File: src/hw/rtl/backslash_escape_decoder_core_assert.svh
// Assertion macros for the backslash escape decoder.
// Used by the top level only; expects i_clk and i_rst_n in scope.
`ifndef BACKSLASH_ESCAPE_DECODER_CORE_ASSERT_SVH
`define BACKSLASH_ESCAPE_DECODER_CORE_ASSERT_SVH

// same-cycle implication, checked out of reset
`define BED_ASSERT_IMP(label, ante, cons) \
    label: assert property (@(posedge i_clk) disable iff (!i_rst_n) (ante) |-> (cons)) \
        else $error("backslash escape decoder check failed");

// next-cycle implication, checked out of reset
`define BED_ASSERT_NXT(label, ante, cons) \
    label: assert property (@(posedge i_clk) disable iff (!i_rst_n) (ante) |=> (cons)) \
        else $error("backslash escape decoder check failed");

`endif

File: src/hw/rtl/bed_pkg.sv
// Shared types and constants for the backslash escape decoder.
// No dependencies; imported by every module and the testbench.
`default_nettype none

package bed_pkg;

    // decoder mode
    typedef enum logic [2:0] {
        MODE_NORMAL    = 3'd0,
        MODE_BACKSLASH = 3'd1,
        MODE_OCT1      = 3'd2,
        MODE_OCT2      = 3'd3,
        MODE_HALTED    = 3'd4
    } t_mode;

    // operation codes of an input request
    localparam logic [1:0] OP_CHAR  = 2'd0;
    localparam logic [1:0] OP_BREAK = 2'd1;
    localparam logic [1:0] OP_EOL   = 2'd2;

    // configuration register indexes
    localparam logic CFG_ESCAPES_ENABLED  = 1'b0;
    localparam logic CFG_SUPPRESS_NEWLINE = 1'b1;

    // character constants
    localparam logic [7:0] CH_BEL       = 8'h07;
    localparam logic [7:0] CH_BS        = 8'h08;
    localparam logic [7:0] CH_TAB       = 8'h09;
    localparam logic [7:0] CH_NL        = 8'h0A;
    localparam logic [7:0] CH_VT        = 8'h0B;
    localparam logic [7:0] CH_FF        = 8'h0C;
    localparam logic [7:0] CH_CR        = 8'h0D;
    localparam logic [7:0] CH_SPACE     = 8'h20;
    localparam logic [7:0] CH_ZERO      = 8'h30;
    localparam logic [7:0] CH_SEVEN     = 8'h37;
    localparam logic [7:0] CH_BACKSLASH = 8'h5C;
    localparam logic [7:0] CH_LC_A      = 8'h61;
    localparam logic [7:0] CH_LC_B      = 8'h62;
    localparam logic [7:0] CH_LC_C      = 8'h63;
    localparam logic [7:0] CH_LC_F      = 8'h66;
    localparam logic [7:0] CH_LC_N      = 8'h6E;
    localparam logic [7:0] CH_LC_R      = 8'h72;
    localparam logic [7:0] CH_LC_T      = 8'h74;
    localparam logic [7:0] CH_LC_V      = 8'h76;

    // output buffer geometry
    localparam int OBUF_DEPTH = 4;
    localparam int OBUF_PTR_W = $clog2(OBUF_DEPTH);
    localparam int OBUF_CNT_W = $clog2(OBUF_DEPTH + 1);

    typedef struct packed {
        logic escapes_enabled;
        logic suppress_newline;
    } t_cfg;

    typedef struct packed {
        t_mode      mode;
        logic [7:0] acc;
    } t_dec_state;

    // results of one input request: up to two bytes
    typedef struct packed {
        logic [1:0] num;
        logic [7:0] byte0;
        logic [7:0] byte1;
    } t_dec_result;

    typedef struct packed {
        logic [7:0] out_byte;
        logic       last_of_run;
    } t_obuf_entry;

    typedef struct packed {
        logic [OBUF_CNT_W-1:0] count;
        logic                  room_for_two;
    } t_obuf_status;

endpackage

`default_nettype wire

File: src/hw/rtl/bed_decode.sv
// Combinational decode of one input request: next mode, octal value and results.
// Depends on bed_pkg.
`default_nettype none

module bed_decode
    import bed_pkg::*;
(
    input  wire t_dec_state  i_state,
    input  wire t_cfg        i_cfg,
    input  wire [1:0]        i_operation,
    input  wire [7:0]        i_char_byte,
    output t_dec_state       o_next,
    output t_dec_result      o_result
);

    // {hit, code} for the single-letter escapes and the double backslash
    function automatic logic [8:0] esc_code(input logic [7:0] c);
        logic [8:0] r;
        r = 9'd0;
        unique case (c)
            CH_LC_A:      r = {1'b1, CH_BEL};
            CH_LC_B:      r = {1'b1, CH_BS};
            CH_LC_F:      r = {1'b1, CH_FF};
            CH_LC_N:      r = {1'b1, CH_NL};
            CH_LC_R:      r = {1'b1, CH_CR};
            CH_LC_T:      r = {1'b1, CH_TAB};
            CH_LC_V:      r = {1'b1, CH_VT};
            CH_BACKSLASH: r = {1'b1, CH_BACKSLASH};
            default:      r = 9'd0;
        endcase
        return r;
    endfunction

    logic       is_oct;
    logic       starts_esc;
    logic [8:0] esc;
    logic [7:0] oct_val;
    logic       pending;
    logic [7:0] pend_byte;

    assign is_oct     = (i_char_byte >= CH_ZERO) && (i_char_byte <= CH_SEVEN);
    assign starts_esc = (i_char_byte == CH_BACKSLASH) && i_cfg.escapes_enabled;
    assign esc        = esc_code(i_char_byte);
    assign oct_val    = {i_state.acc[4:0], i_char_byte[2:0]};

    always_comb begin
        pending   = 1'b0;
        pend_byte = i_state.acc;
        unique case (i_state.mode)
            MODE_BACKSLASH: begin
                pending   = 1'b1;
                pend_byte = CH_BACKSLASH;
            end
            MODE_OCT1, MODE_OCT2: begin
                pending = 1'b1;
            end
            default: pending = 1'b0;
        endcase
    end

    always_comb begin
        o_next         = i_state;
        o_result.num   = 2'd0;
        o_result.byte0 = pend_byte;
        o_result.byte1 = i_char_byte;

        unique case (i_operation)
            OP_CHAR: begin
                unique case (i_state.mode)
                    MODE_HALTED: begin
                        // drop everything until end of line
                    end
                    MODE_BACKSLASH: begin
                        priority if (esc[8]) begin
                            o_next.mode    = MODE_NORMAL;
                            o_result.num   = 2'd1;
                            o_result.byte0 = esc[7:0];
                        end else if (i_char_byte == CH_LC_C) begin
                            o_next.mode = MODE_HALTED;
                        end else if (is_oct) begin
                            o_next.acc  = {5'd0, i_char_byte[2:0]};
                            o_next.mode = MODE_OCT1;
                        end else begin
                            // unknown escape: backslash, then the byte
                            o_next.mode    = MODE_NORMAL;
                            o_result.num   = 2'd2;
                            o_result.byte0 = CH_BACKSLASH;
                        end
                    end
                    MODE_OCT1, MODE_OCT2: begin
                        if (is_oct) begin
                            if (i_state.mode == MODE_OCT1) begin
                                o_next.acc  = oct_val;
                                o_next.mode = MODE_OCT2;
                            end else begin
                                o_next.acc     = 8'd0;
                                o_next.mode    = MODE_NORMAL;
                                o_result.num   = 2'd1;
                                o_result.byte0 = oct_val;
                            end
                        end else begin
                            // emit the value, then treat the byte as in normal mode
                            o_next.acc     = 8'd0;
                            o_result.byte0 = i_state.acc;
                            if (starts_esc) begin
                                o_next.mode  = MODE_BACKSLASH;
                                o_result.num = 2'd1;
                            end else begin
                                o_next.mode  = MODE_NORMAL;
                                o_result.num = 2'd2;
                            end
                        end
                    end
                    default: begin
                        if (starts_esc) begin
                            o_next.mode = MODE_BACKSLASH;
                        end else begin
                            o_next.mode    = MODE_NORMAL;
                            o_result.num   = 2'd1;
                            o_result.byte0 = i_char_byte;
                        end
                    end
                endcase
            end
            OP_BREAK: begin
                if (i_state.mode != MODE_HALTED) begin
                    o_next.mode    = MODE_NORMAL;
                    o_next.acc     = 8'd0;
                    o_result.byte1 = CH_SPACE;
                    if (pending) begin
                        o_result.num = 2'd2;
                    end else begin
                        o_result.num   = 2'd1;
                        o_result.byte0 = CH_SPACE;
                    end
                end
            end
            OP_EOL: begin
                o_next.mode    = MODE_NORMAL;
                o_next.acc     = 8'd0;
                o_result.byte1 = CH_NL;
                if (i_state.mode != MODE_HALTED) begin
                    unique case ({pending, i_cfg.suppress_newline})
                        2'b10: o_result.num = 2'd2;
                        2'b11: o_result.num = 2'd1;
                        2'b00: begin
                            o_result.num   = 2'd1;
                            o_result.byte0 = CH_NL;
                        end
                        default: o_result.num = 2'd0;
                    endcase
                end
            end
            default: begin
                // unused operation code: no result, state held
            end
        endcase
    end

endmodule

`default_nettype wire

File: src/hw/rtl/bed_obuf.sv
// Output result buffer: takes up to two entries per cycle, gives one per cycle
// unless stalled. Depends on bed_pkg.
`default_nettype none

module bed_obuf
    import bed_pkg::*;
(
    input  wire               i_clk,
    input  wire               i_rst_n,
    input  wire [1:0]         i_wr_num,
    input  wire t_obuf_entry  i_wr0,
    input  wire t_obuf_entry  i_wr1,
    output logic              o_valid,
    input  wire               i_stall,
    output t_obuf_entry       o_entry,
    output t_obuf_status      o_status
);

    t_obuf_entry           r_mem [OBUF_DEPTH];
    logic [OBUF_PTR_W-1:0] r_wr;
    logic [OBUF_PTR_W-1:0] r_rd;
    logic [OBUF_CNT_W-1:0] r_count;
    logic [OBUF_PTR_W-1:0] n_wr;
    logic [OBUF_PTR_W-1:0] n_rd;
    logic [OBUF_CNT_W-1:0] n_count;
    logic [OBUF_PTR_W-1:0] wr_next_slot;
    logic                  rd_en;

    assign o_valid      = (r_count != '0);
    assign o_entry      = r_mem[r_rd];
    assign rd_en        = o_valid && !i_stall;
    assign wr_next_slot = r_wr + OBUF_PTR_W'(1);

    assign o_status.count        = r_count;
    assign o_status.room_for_two = (r_count <= OBUF_CNT_W'(OBUF_DEPTH - 2));

    always_comb begin
        n_wr    = r_wr + OBUF_PTR_W'(i_wr_num);
        n_rd    = r_rd + OBUF_PTR_W'(rd_en);
        n_count = r_count + OBUF_CNT_W'(i_wr_num) - OBUF_CNT_W'(rd_en);
    end

    always_ff @(posedge i_clk) begin
        if (!i_rst_n) begin
            r_wr    <= '0;
            r_rd    <= '0;
            r_count <= '0;
        end else begin
            r_wr    <= n_wr;
            r_rd    <= n_rd;
            r_count <= n_count;
        end
    end

    always_ff @(posedge i_clk) begin
        if (i_wr_num != 2'd0) begin
            r_mem[r_wr] <= i_wr0;
        end
        if (i_wr_num == 2'd2) begin
            r_mem[wr_next_slot] <= i_wr1;
        end
    end

endmodule

`default_nettype wire

File: src/hw/rtl/backslash_escape_decoder_core.sv
// Backslash escape decoder: top level with configuration, decode state and output buffer.
// Depends on bed_pkg, bed_decode, bed_obuf and backslash_escape_decoder_core_assert.svh.
`default_nettype none

`include "backslash_escape_decoder_core_assert.svh"

// Decodes a stream of argument characters, argument breaks and end-of-line markers
// into output bytes, one input request per clock cycle unless the input stalls. The
// decode mode and octal value are updated in the cycle a request is taken, and its
// zero, one or two result bytes go straight into a four-entry output buffer whose
// head drives the result port. The input side stalls only when that buffer has
// fewer than two free entries, so requests that give at most one result flow at one
// per cycle while the output is not stalled; requests that give two results (unknown
// escape, octal value ended by a byte other than an escape-starting backslash,
// pending escape before a space or an unsuppressed newline) put two bytes on the
// output port, which at one result per cycle sets the sustained rate. Configuration
// writes are always ready and take effect from the next request.
module backslash_escape_decoder_core
    import bed_pkg::*;
(
    input  wire        i_clk,
    input  wire        i_rst_n,
    input  wire        i_cfg_valid,
    output logic       o_cfg_ready,
    input  wire        i_cfg_index,
    input  wire        i_cfg_data,
    input  wire        i_in_valid,
    output logic       o_in_stall,
    input  wire [1:0]  i_operation,
    input  wire [7:0]  i_char_byte,
    output logic       o_out_valid,
    input  wire        i_out_stall,
    output logic [7:0] o_out_byte,
    output logic       o_last_of_run
);

    t_cfg         r_cfg;
    t_dec_state   r_state;
    t_dec_state   n_state;
    t_dec_result  dec_res;
    t_obuf_entry  wr0;
    t_obuf_entry  wr1;
    t_obuf_entry  head;
    t_obuf_status obuf_st;
    logic         in_acc;
    logic [1:0]   wr_num;

    assign o_cfg_ready = 1'b1;
    assign o_in_stall  = !obuf_st.room_for_two;
    assign in_acc      = i_in_valid && !o_in_stall;

    always_ff @(posedge i_clk) begin
        if (!i_rst_n) begin
            r_cfg <= '0;
        end else if (i_cfg_valid && o_cfg_ready) begin
            unique case (i_cfg_index)
                CFG_ESCAPES_ENABLED:  r_cfg.escapes_enabled  <= i_cfg_data;
                CFG_SUPPRESS_NEWLINE: r_cfg.suppress_newline <= i_cfg_data;
                default: ;
            endcase
        end
    end

    bed_decode u_decode (
        .i_state     (r_state),
        .i_cfg       (r_cfg),
        .i_operation (i_operation),
        .i_char_byte (i_char_byte),
        .o_next      (n_state),
        .o_result    (dec_res)
    );

    always_ff @(posedge i_clk) begin
        if (!i_rst_n) begin
            r_state.mode <= MODE_NORMAL;
            r_state.acc  <= 8'd0;
        end else if (in_acc) begin
            r_state <= n_state;
        end
    end

    // the last result of a request carries the run marker
    assign wr_num           = in_acc ? dec_res.num : 2'd0;
    assign wr0.out_byte     = dec_res.byte0;
    assign wr0.last_of_run  = (dec_res.num == 2'd1);
    assign wr1.out_byte     = dec_res.byte1;
    assign wr1.last_of_run  = 1'b1;

    bed_obuf u_obuf (
        .i_clk    (i_clk),
        .i_rst_n  (i_rst_n),
        .i_wr_num (wr_num),
        .i_wr0    (wr0),
        .i_wr1    (wr1),
        .o_valid  (o_out_valid),
        .i_stall  (i_out_stall),
        .o_entry  (head),
        .o_status (obuf_st)
    );

    assign o_out_byte    = head.out_byte;
    assign o_last_of_run = head.last_of_run;

    `BED_ASSERT_IMP(a_halted_silent,
        in_acc && (r_state.mode == MODE_HALTED) && (i_operation != OP_EOL),
        (wr_num == 2'd0) && (n_state == r_state))
    `BED_ASSERT_NXT(a_eol_resets,
        in_acc && (i_operation == OP_EOL),
        (r_state.mode == MODE_NORMAL) && (r_state.acc == 8'd0))
    `BED_ASSERT_IMP(a_break_space,
        in_acc && (i_operation == OP_BREAK) && (r_state.mode != MODE_HALTED),
        ((wr_num == 2'd1) && (dec_res.byte0 == CH_SPACE)) ||
        ((wr_num == 2'd2) && (dec_res.byte1 == CH_SPACE)))
    `BED_ASSERT_NXT(a_buffer_fill,
        in_acc && (wr_num == 2'd2) && !o_out_valid,
        o_out_valid && (obuf_st.count == OBUF_CNT_W'(2)))

endmodule

`default_nettype wire

File: config.mk
export PLATFORM = sky130hd
export DESIGN_NAME = backslash_escape_decoder_core
export DESIGN_NICKNAME = d
export VERILOG_FILES = /design/src/hw/rtl/bed_pkg.sv /design/src/hw/rtl/bed_decode.sv /design/src/hw/rtl/bed_obuf.sv /design/src/hw/rtl/backslash_escape_decoder_core.sv
export VERILOG_INCLUDE_DIRS = /design/src /design/src/hw/rtl
export SDC_FILE = /design/constraint.sdc
export NUM_CORES = 1
export LEC_CHECK = 0
export ABC_AREA = 1
export BUFFER_PORTS_ARGS = -buffer_cell sky130_fd_sc_hd__buf_2
export CORE_MARGIN = 4
export CORE_UTILIZATION = 61
export CTS_CLUSTER_DIAMETER = 60
export DETAILED_ROUTE_END_ITERATION = 10
export GPL_TIMING_DRIVEN = 1
export PLACE_DENSITY = 0.89
export SYNTH_ARGS = -nofsm -noshare
export SYNTH_HDL_FRONTEND = slang
export SYNTH_SLANG_ARGS = --single-unit
File: constraint.sdc
create_clock -name i_clk -period 3 [get_ports i_clk]
set_input_delay 0.45 -clock i_clk [delete_from_list [all_inputs] [get_ports i_clk]]
set_output_delay 0.45 -clock i_clk [all_outputs]
set_load 0.05 [all_outputs]
* After elaboration in Yosys (flattened, before gate mapping)
Memories as Yosys holds them, arrays and structs flattened. A register that Yosys moved wholly into a read port is not among the register bits.
Cells that the tools add are included.
** Storage, ports and cells
- Bits in registers :: 20
- RAM bits :: 36
- Input port bits :: 17
- Output and inout bits :: 12
- Word-level logic and storage cells :: 99
- Memories kept :: 1
** Memory list
- u_obuf.r_mem :: depth 4, bits a word 9, rd ports 1, clocked after memory_dff 1, wr ports 2, line bed_obuf.sv:19 : t_obuf_entry r_mem [OBUF_DEPTH];
** Operators by class
- Add/subtract/negate cells :: 5
- Magnitude comparators :: 3
- Eq/ne operators :: 26
- Multiplexer cells :: 38
- Bitwise logic cells :: 1
- Reduce and logical (&&, ||, !) cells :: 18
** Operator list (number)
- == test 8 x 7 -> 1 bit (second input constant) :: 9
- case mux 9 bit (8 select lines) :: 1
- two-way mux 10 bit :: 6
- case mux 10 bit (3 select lines) :: 2
- two-way mux 8 bit :: 6
- case mux 11 bit (3 select lines) :: 1
- case mux 8 bit (2 select lines) :: 2
- two-way mux 11 bit :: 2
- two-way mux 18 bit :: 1
- two-way mux 9 bit :: 2
- != test 3 bit (second input constant) :: 4
- two-way mux 2 bit :: 5
- case mux 3 bit (3 select lines) :: 1
- == test 2 bit (second input constant) :: 4
- >= comparator 8 x 6 -> 1 bit (second input constant) :: 1
- <= comparator 8 x 6 -> 1 bit (second input constant) :: 1
- AND reduction 7 bit :: 1
- == test 3 x 2 -> 1 bit (second input constant) :: 2
- two-way mux 1 bit :: 6
- two-way mux 3 bit :: 2
- nonzero test 3 bit :: 2
- == test 2 x 1 -> 1 bit (second input constant) :: 2
- logical AND 1 bit :: 4
- logical NOT 2 bit :: 2
- 19 further kinds :: 22

* Logic depth before layout (Yosys ltp)
Gate-level depths: netlist of the first run.
- Word-level depth :: 12
- Depth in mapped cells :: 20
- Mapped depth without buffers :: 20

* Cells and area by module
From an unflattened synthesis of the first run, not the netlist that was laid out.
** Second synthesis, totals
- Cells, all modules :: 589
- Area, all modules :: 4270.3 um^2
** By module, submodules not included
- bed_obuf :: times used 1, cells an instance 231, area each 2283.4 um^2, sequential area each 1221.2 um^2
- bed_decode :: times used 1, cells an instance 289, area each 1428.9 um^2, sequential area each 0.0 um^2
- backslash_escape_decoder_core :: times used 1, cells an instance 69, area each 558.0 um^2, sequential area each 260.2 um^2

* Worst setup path after synthesis of the first run
No wires, ideal clock.
- Path kind :: reg-to-reg
- Start :: reg r_state[10] (netlist name)
- End :: reg u_obuf.r_count[2]
- Library setup time :: 128 ps
- Arrival :: 2556 ps
- Required time :: 2872 ps
- Path slack :: 316 ps
- Cell stages (with the launch flop) :: 20
- Buffers on the path :: 0
- Clock period less this slack :: 2684 ps
- Cells stage by stage :: dfxtp_1 -> inv_2 -> nand2_4 -> inv_2 -> nor2_4 -> inv_2 -> ha_1 -> nand3_1 -> nand2_1 -> inv_2 -> nand2_4 -> nand2_2 -> ha_1 -> inv_1 -> ha_1 -> inv_1 -> fa_1 -> xor2_1 -> inv_1 -> nor2_1
** On the way
- Longest elaborated chain between the ends :: 11
- Elaborated cells between the ends (all ways) :: 23
- Those cells by class :: add/sub: 2; eq/ne: 7; mux: 10; reduce/logical: 4
** Ends and longest elaborated chain
- from (decl) :: line backslash_escape_decoder_core.sv:38 : t_dec_state r_state;
- from (signal assigned) :: line backslash_escape_decoder_core.sv:78 : r_state <= n_state;
- == test 3 x 1 -> 1 bit, or another cell as far along :: line bed_decode.sv:49, bed_decode.sv:69
- OR reduction 3 bit (no source line)
- two-way mux 1 bit :: line bed_decode.sv:49 : unique case (i_state.mode)
- == test 2 bit / logical NOT 2 bit (equally long branches) :: line bed_decode.sv:143 : unique case ({pending, i_cfg.suppress_newline})
- OR reduction 2 bit (no source line)
- case mux 2 bit (2 select lines) :: line bed_decode.sv:143
- two-way mux 10 bit :: line bed_decode.sv:142 : if (i_state.mode != MODE_HALTED) begin
- case mux 10 bit (3 select lines) * :: line bed_decode.sv:67 : unique case (i_operation)
- two-way mux 2 bit * :: line backslash_escape_decoder_core.sv:83 : assign wr_num = in_acc ? dec_res.num : 2'd0;
- adder 3 x 2 -> 3 bit * :: line bed_obuf.sv:40 : n_count = r_count + OBUF_CNT_W'(i_wr_num) - OBUF_CNT_W'(rd_en);
- subtractor 3 x 1 -> 3 bit * :: line bed_obuf.sv:40
- to (signal assigned) :: line bed_obuf.sv:51 : r_count <= n_count;
- to (decl) :: line bed_obuf.sv:22 : logic [OBUF_CNT_W-1:0] r_count;
Mark *: on every way between the ends. The rest lies on a longest branch, timed or not.
A chain may end at the register's enable or synchronous reset.

* Worst setup path in the final report of the first run
Ends and elaborated chain as after synthesis.

==> metrics.yaml, run 1 <==
unrepaired_setup_endpoints_after_global_routing: "false"
drt_wl_total_um: 11300
htree_num_levels: 2
worst_r2r_startpoint: "r_state[10]"
detailedRoute.firstIterationViolations: 327
r2r.worst_path.cells: 19
dp_hpwl_um: 9010
clock-root-buffer: "sky130_fd_sc_hd__clkbuf_8"
post_placement_setup_slack_ps: 36.4
synth.most_common_cell: "sky130_fd_sc_hd__nand2_1"
critical_path_arrival_ps: 2990
synth-edff-count: 32
fillcell_total: 533
synth.area.top_cells: "sky130_fd_sc_hd__edfxtp_1 (25%), sky130_fd_sc_hd__nand2_1 (14%), sky130_fd_sc_hd__dfxtp_1 (12%)"
min_delay_worst_endpoint: "r_cfg[1]"
irDropWorstVdd_uv: 569
largest_net_degree_at_the_start_of_global_routing: 21
antenna_cells_inserted: 0
worstReg2RegEnd: "u_obuf.r_count[2]"
hold_viol: 0
max-cap-violations: 0
vias: 4060
setup_viol: 0
worstPathMaxFanout: 8
timing.final.ws_setup_ps: 217
biggest_area_consumer_among_synthesized_cells: "sky130_fd_sc_hd__edfxtp_1"
most_used_dff_post_synth: "sky130_fd_sc_hd__edfxtp_1"
timing.reg2reg.setup_slack_ps: 220
synth_async_sr_flop_share: 0
ys_seq_area_frac: 0.369
finalInstanceArea_mm2: 0.00432
setup.worst_path.start_class: "register"
wl_per_cell_um: 16.4
coreArea_mm2: 0.00606
cp_capture_type: "register"
grt_pass1_wl_um: 18500
number_of_hold_buffers_added_after_cts: 0
status: "finished, final reports clean"
synth_commonest_cells: "sky130_fd_sc_hd__nand2_1 (147), sky130_fd_sc_hd__nor2_1 (64), sky130_fd_sc_hd__inv_1 (57)"
critPathKind: "register to register"
die_height_um: 88.1
overflow: 0
number_of_antenna_violations_at_the_first_check_in_global_routing: 0
replace_congestion: 0.976
hold_class: "input pin to register"
worstSkewPairLatency_ps: 320
max_freq_mhz: 359
design_power_mw: 2.68
tightestPinTransition_ps: 641
timing.final.crit_period_ps: 2780
yosys.cell_types.count: 37
post_route_cells_drive_above_1_share: 0.151
layout.nets: 638
clock_sinks: 56
fp.dieArea_mm2: 0.00776
cts_buffers: 5
cts_tree: "yes"
post_syn_instances: 567
die_width_um: 88.1
final.period_utilization: 0.928
fp-row-count: 28
number_of_synthesized_register_bits: 56
port-buffer-count: 27
finalMaxSlewViolations: 0
leakage_nw: 2.00
crit_required_ps: 3200
drcViolationCount: 0
total_neg_setup_slack_ps: 0
hp-start: "i_cfg_data"
global_route.usage.total: 0.306
syn_nets: 596
timing.hold.worst_path_depth: 3
post_synth_instance_area_mm2: 0.00391
synth_area_per_cell_um2: 6.90
drtPass1Iterations: 5
yosysWarnings: 0
max-clock-path-buffers: 2
area_growth_syn_to_layout_pct: 10.5
maxSlewHeadroom: 0.571
grt_pass1_vias: 3866
route.antenna.remaining_nets: 0
io-pin-count: 29
route.detailed.vias_per_inst: 5.93
clock_skew_ps: 6.66
cellPowerDensity_mw_per_mm2: 620
post-synth-top-area-fraction: 0.246
clk_pin_slew_ps: 110
holdWs_ps: 400
place_area_mm2: 0.00421
initial_core_utilization: 0.645
==> worst max-delay path, stage by stage (launching register included) <==
cell                      delay, ps
sky130_fd_sc_hd__dfxtp_4        390
sky130_fd_sc_hd__inv_2           50
sky130_fd_sc_hd__nand2_4         50
sky130_fd_sc_hd__inv_2           90
sky130_fd_sc_hd__nor2_4         170
sky130_fd_sc_hd__inv_2          110
sky130_fd_sc_hd__ha_1           290
sky130_fd_sc_hd__nand3_1         70
sky130_fd_sc_hd__nand2_1        110
sky130_fd_sc_hd__inv_2           50
sky130_fd_sc_hd__nand2_4         70
sky130_fd_sc_hd__nand2_2         50
sky130_fd_sc_hd__ha_1           270
sky130_fd_sc_hd__inv_1           60
sky130_fd_sc_hd__ha_1           140
sky130_fd_sc_hd__inv_1           50
sky130_fd_sc_hd__fa_1           380
sky130_fd_sc_hd__xor2_1         170
sky130_fd_sc_hd__inv_1           60
sky130_fd_sc_hd__nor2_1          30
==> per-layer routing <==
layer / vias up / wire (um) / GRT usage
met5: - / 0 / 0
met4: 0 / 491 / 0.137
met3: 44 / 765 / 0.0423
met2: 227 / 5580 / 0.542
met1: 1823 / 4430 / 0.366
li1: 1966 / - / -
==> flip-flops by register name, indices dropped and copies added, names as in the netlist <==
signal,flops
r_cfg,2
r_state,11
u_obuf.r_count,3
u_obuf.r_mem,36
u_obuf.r_rd,2
u_obuf.r_wr,2
==> where the power goes <==
part           switching [mW]  total (mW)  internal [mW]
logic                   0.944        1.28          0.336
registers              0.0622       0.965          0.903
clock network           0.266       0.433          0.167
total                    1.27        2.68           1.41
==> cell type report <==
| class | instances | area, um^2 | area share |
|---|---|---|---|
| Multi-Input combinational cell | 428 | 2140 | 0.495 |
| Sequential cell | 56 | 1450 | 0.334 |
| Timing Repair Buffer | 47 | 285 | 0.0660 |
| Inverter | 71 | 269 | 0.0622 |
| Tap cell | 75 | 93.8 | 0.0217 |
| Clock buffer | 5 | 68.8 | 0.0159 |
| Clock inverter | 3 | 21.3 | 0.00492 |
==> cell usage in the layout (no fill, tap or decap), types with 2 or more instances in the layout <==
cell type,n
sky130_fd_sc_hd__o211ai_1,8
sky130_fd_sc_hd__dfxtp_1,23
sky130_fd_sc_hd__nand2_2,8
sky130_fd_sc_hd__a211oi_1,3
sky130_fd_sc_hd__nor2_8,2
sky130_fd_sc_hd__clkbuf_8,5
sky130_fd_sc_hd__nor2_2,3
sky130_fd_sc_hd__inv_2,13
sky130_fd_sc_hd__nor3_1,6
sky130_fd_sc_hd__edfxtp_1,32
sky130_fd_sc_hd__inv_1,57
sky130_fd_sc_hd__xnor2_1,2
sky130_fd_sc_hd__buf_2,27
sky130_fd_sc_hd__nand2_1,147
sky130_fd_sc_hd__o22ai_1,12
sky130_fd_sc_hd__buf_4,20
sky130_fd_sc_hd__nand3_1,53
sky130_fd_sc_hd__xor2_1,2
sky130_fd_sc_hd__nor2_4,2
sky130_fd_sc_hd__nand4_1,3
sky130_fd_sc_hd__ha_1,11
sky130_fd_sc_hd__nor2_1,64
sky130_fd_sc_hd__nand2_4,3
sky130_fd_sc_hd__o21ai_1,12
sky130_fd_sc_hd__o21ai_0,41
sky130_fd_sc_hd__a21oi_1,37
==> per-stage QoR <==
step / cells / utilization
3_3_place_gp: 675 / 0.695
2_1_floorplan: 567 / -
6_report: 685 / 0.713
3_5_place_dp: 675 / 0.695
5_1_grt: 685 / 0.713
4_1_cts: 683 / 0.710
==> worst max path at each step <==
stage / start / endpoint
4_1_cts: r_state[10] / u_obuf.r_count[2]
3_5_place_dp: i_char_byte[7] / u_obuf.r_count[2]
6_report: r_state[10] / u_obuf.r_count[2]
2_1_floorplan: r_state[10] / u_obuf.r_count[2]
3_3_place_gp: i_char_byte[7] / u_obuf.r_count[2]
5_1_grt: r_state[10] / u_obuf.r_count[2]
==> logic make-up after synthesis <==
kind of cell	share of synthesized area
flip-flops	0.369
XOR/XNOR	0.00896
AND/OR/NAND/NOR	0.332
other	0.000959
adder cells (fa/ha/maj)	0.0403
buffers and inverters	0.0848
AO/OA/AOI/OAI	0.164
==> what timing repair did <==
item                       4_1_cts  5_1_grt
setup endpoints to repair        0        1
buffers inserted                 0        2
resized for setup                0        2
Note: power is estimated with default switching activity, not from simulation.
==> inputs of run 2 (changes only) <==
PLACE_DENSITY = 0.88   (was 0.89)
SYNTH_HIERARCHICAL = 1   (was unset)
==> run 2 against run 1 <==
Against the previous run:
- flip-flop and latch count did not move
- worst setup slack lost 11 ps
- sequential power increased by 9%
- clock skew grew 7.6 ps
- combinational power grew 29%
- clock power rose by 2%
- die area grew 8.3%
- register-to-register slack is essentially flat
- synthesized cell count up 3.9%
- core utilization fell by 2.4 points
- critical path depth down 2
==> metrics.yaml, run 2 <==
status: "finished, final reports clean"  # unchanged
unrepaired_setup_endpoints_after_global_routing: "false"  # unchanged
synth.most_common_cell: "sky130_fd_sc_hd__nand2_1"  # unchanged
area_growth_syn_to_layout_pct: 9.61  # was 10.5%
clk_pin_slew_ps: 90  # was 110 ps
port-buffer-count: 27  # unchanged
timing.final.crit_period_ps: 2790  # was 2780 ps
vias: 4215  # was 4,060
critical_path_arrival_ps: 3000  # was 2990 ps
route.antenna.remaining_nets: 0  # unchanged
synth_async_sr_flop_share: 0  # unchanged
layout_commonest_cell: "sky130_fd_sc_hd__nand2_1"  # unchanged
coreArea_mm2: 0.00679  # was 0.00606 mm^2
regMostFlops: "u_obuf/r_mem"  # was u_obuf.r_mem
post-synth-top-area-fraction: 0.253  # was 0.246
drtPass1Iterations: 6  # was 5
post_syn_instances: 589  # was 567
irDropWorstVdd_uv: 404  # was 569 uV
detailedRoute.firstIterationViolations: 300  # was 327
setup.worst_path.start_class: "register"  # unchanged
top_flop_regs: "u_obuf/r_mem: 36 flops, r_state: 11 flops, u_obuf/r_count: 3 flops"  # was u_obuf.r_mem: 36 flops, r_state: 11 flops, u_obuf.r_count: 3 flops
largest_reg_flops: 36  # unchanged
clock_skew_ps: 14.3  # was 6.66 ps
global_route.usage.total: 0.279  # was 0.306
largest_net_degree_at_the_start_of_global_routing: 22  # was 21
most_used_dff_post_synth: "sky130_fd_sc_hd__edfxtp_1"  # unchanged
ys_seq_area_frac: 0.347  # was 0.369
synth_commonest_cells: "sky130_fd_sc_hd__nand2_1 (151), sky130_fd_sc_hd__nor2_1 (72), sky130_fd_sc_hd__inv_1 (62)"  # was sky130_fd_sc_hd__nand2_1 (147), sky130_fd_sc_hd__nor2_1 (64), sky130_fd_sc_hd__inv_1 (57)
biggest_area_consumer_among_synthesized_cells: "sky130_fd_sc_hd__edfxtp_1"  # unchanged
overflow: 0  # unchanged
post_synth_instance_area_mm2: 0.00427  # was 0.00391 mm^2
mostFrequentLayoutCells: "sky130_fd_sc_hd__nand2_1 (151), sky130_fd_sc_hd__nor2_1 (72), sky130_fd_sc_hd__inv_1 (62)"  # was sky130_fd_sc_hd__nand2_1 (147), sky130_fd_sc_hd__nor2_1 (64), sky130_fd_sc_hd__inv_1 (57)
post_placement_setup_slack_ps: 45.7  # was 36.4 ps
replace_congestion: 0.983  # was 0.976
htree_num_levels: 2  # unchanged
antenna_cells_inserted: 0  # unchanged
finalMaxSlewViolations: 0  # unchanged
final.period_utilization: 0.931  # was 0.928
cts_buffers: 5  # unchanged
cts_tree: "yes"  # unchanged
die_width_um: 91.7  # was 88.1 um
yosysWarnings: 6  # was 0
synth.area.top_cells: "sky130_fd_sc_hd__edfxtp_1 (25%), sky130_fd_sc_hd__nand2_1 (13%), sky130_fd_sc_hd__dfxtp_1 (9.4%)"  # was sky130_fd_sc_hd__edfxtp_1 (25%), sky130_fd_sc_hd__nand2_1 (14%), sky130_fd_sc_hd__dfxtp_1 (12%)
max-cap-violations: 0  # unchanged
maxSlewHeadroom: 0.667  # was 0.571
number_of_synthesized_register_bits: 56  # unchanged
drcViolationCount: 0  # unchanged
max_freq_mhz: 358  # was 359 MHz
worstPathMaxFanout: 6  # was 8
hold_class: "input pin to register"  # unchanged
io-pin-count: 29  # unchanged
grt_pass1_vias: 3983  # was 3,866
number_of_antenna_violations_at_the_first_check_in_global_routing: 0  # unchanged
dp_hpwl_um: 8990  # was 9010 um
tightestPinTransition_ps: 499  # was 641 ps
yosys.cell_types.count: 42  # was 37
critPathKind: "register to register"  # unchanged
synth-edff-count: 36  # was 32
clock-root-buffer: "sky130_fd_sc_hd__clkbuf_8"  # unchanged
crit_required_ps: 3210  # was 3200 ps
fp.dieArea_mm2: 0.00840  # was 0.00776 mm^2
layout.nets: 659  # was 638
max-clock-path-buffers: 2  # unchanged
initial_core_utilization: 0.629  # was 0.645
synth_area_per_cell_um2: 7.25  # was 6.90 um^2
hold_viol: 0  # unchanged
worstSkewPairLatency_ps: 310  # was 320 ps
design_power_mw: 3.14  # was 2.68 mW
leakage_nw: 2.06  # was 2.00 nW
drt_wl_total_um: 11700  # was 11,300 um
clock_sinks: 56  # unchanged
post_route_cells_drive_above_1_share: 0.193  # was 0.151
fp-row-count: 30  # was 28
die_height_um: 91.7  # was 88.1 um
cp_capture_type: "register"  # unchanged
timing.final.ws_setup_ps: 206  # was 217 ps
wl_per_cell_um: 16.0  # was 16.4 um
grt_pass1_wl_um: 19100  # was 18,500 um
number_of_hold_buffers_added_after_cts: 0  # unchanged
route.detailed.vias_per_inst: 5.78  # was 5.93
cellPowerDensity_mw_per_mm2: 671  # was 620 mW/mm^2
setup_viol: 0  # unchanged
run 2: changes by cell type in the layout (fill, tap and decap cells not counted), sizes merged, moves of 3 or more:
| cell | change |
|---|---|
| o31ai | +4 |
| o211ai | -4 |
| edfxtp | +4 |
| o21ai | +37 |
| nor3 | -5 |
| buf | +8 |
| o22ai | +5 |
| nor2 | +7 |
| a21oi | -6 |
| a211oi | -3 |
| a31oi | +5 |
| nand3 | -20 |
| dfxtp | -4 |
run 2: stage by stage:
stage / cell area (um^2) / hold slack [ps] / setup TNS, ps / std cells / util
floorplan: 4270 / 452 / -6080 / 590 / -
global route: 4680 / 453 / 0 / 729 / 0.689
CTS: 4650 / 414 / 0 / 725 / 0.684
detailed placement: 4550 / 490 / 0 / 717 / 0.670
finish: 4680 / 421 / 0 / 729 / 0.689
global placement: 4550 / 465 / 0 / 717 / 0.670
run 2: path summary, 6_finish.rpt:
| check | start | end | slack, ps | depth (start not counted) |
|---|---|---|---|---|
| max | r_state[10] | u_obuf/r_count[2] | 210 | 17 |
| min | i_cfg_index | r_cfg[0] | 420 | 3 |
| max reg2reg | r_state[10] | u_obuf/r_count[2] | 210 | 17 |
| min reg2reg | r_cfg[0] | r_cfg[0] | 510 | 2 |
run 2: cell type report:
class	instances	area [um^2]
multi-input combinational	442	2360
fill	576	2110
sequential	56	1480
timing repair buffer	55	345
inverter	72	278
tap	96	120
clock buffer	6	82.6
clock inverter	2	13.8
run 2: routing by layer:
layer | GRT usage | vias to the layer above | wire [um]
met5 | 0 | - | 0
met4 | 0.108 | 0 | 389
met3 | 0.0345 | 41 | 906
met2 | 0.481 | 246 | 5730
met1 | 0.355 | 1872 | 4660
li1 | - | 2056 | -
run 2: report_power, final:
group	switching [mW]	leakage, nW	internal (mW)
combinational	1.16	1.51	0.490
clock	0.254	0.0516	0.190
sequential	0.0868	0.497	0.962
total	1.50	2.06	1.64
run 2: cell families (layout without fill, tap and decap cells):
family	Yosys count	in the layout	synth area share
flops	56	56	0.347
simple gates	273	273	0.293
xor+xnor	2	2	0.00410
buf+inv	92	135	0.102
other cells	1	2	0.000878
fa+ha+maj	10	10	0.0311
compound gates	155	155	0.222
run 2: what timing repair did:
item / CTS / global route
setup endpoints to repair: 0 / 69
buffers inserted: 0 / 4
gates resized for setup: 0 / 1
run 2: worst max-delay path: stages, from the launching register on:
cell and delay [ps]:
sky130_fd_sc_hd__dfxtp_1 430, sky130_fd_sc_hd__inv_2 110, sky130_fd_sc_hd__nor3_4 310, sky130_fd_sc_hd__buf_4 190, sky130_fd_sc_hd__nor2_4 60, sky130_fd_sc_hd__nor2_1 120
sky130_fd_sc_hd__nand2_1 80, sky130_fd_sc_hd__nand2_1 100, sky130_fd_sc_hd__inv_1 50, sky130_fd_sc_hd__nor2_1 150, sky130_fd_sc_hd__inv_2 60, sky130_fd_sc_hd__ha_1 270
sky130_fd_sc_hd__inv_1 40, sky130_fd_sc_hd__fa_1 370, sky130_fd_sc_hd__xor2_1 190, sky130_fd_sc_hd__nand2_1 80, sky130_fd_sc_hd__nand2_1 60, sky130_fd_sc_hd__nor2_1 50
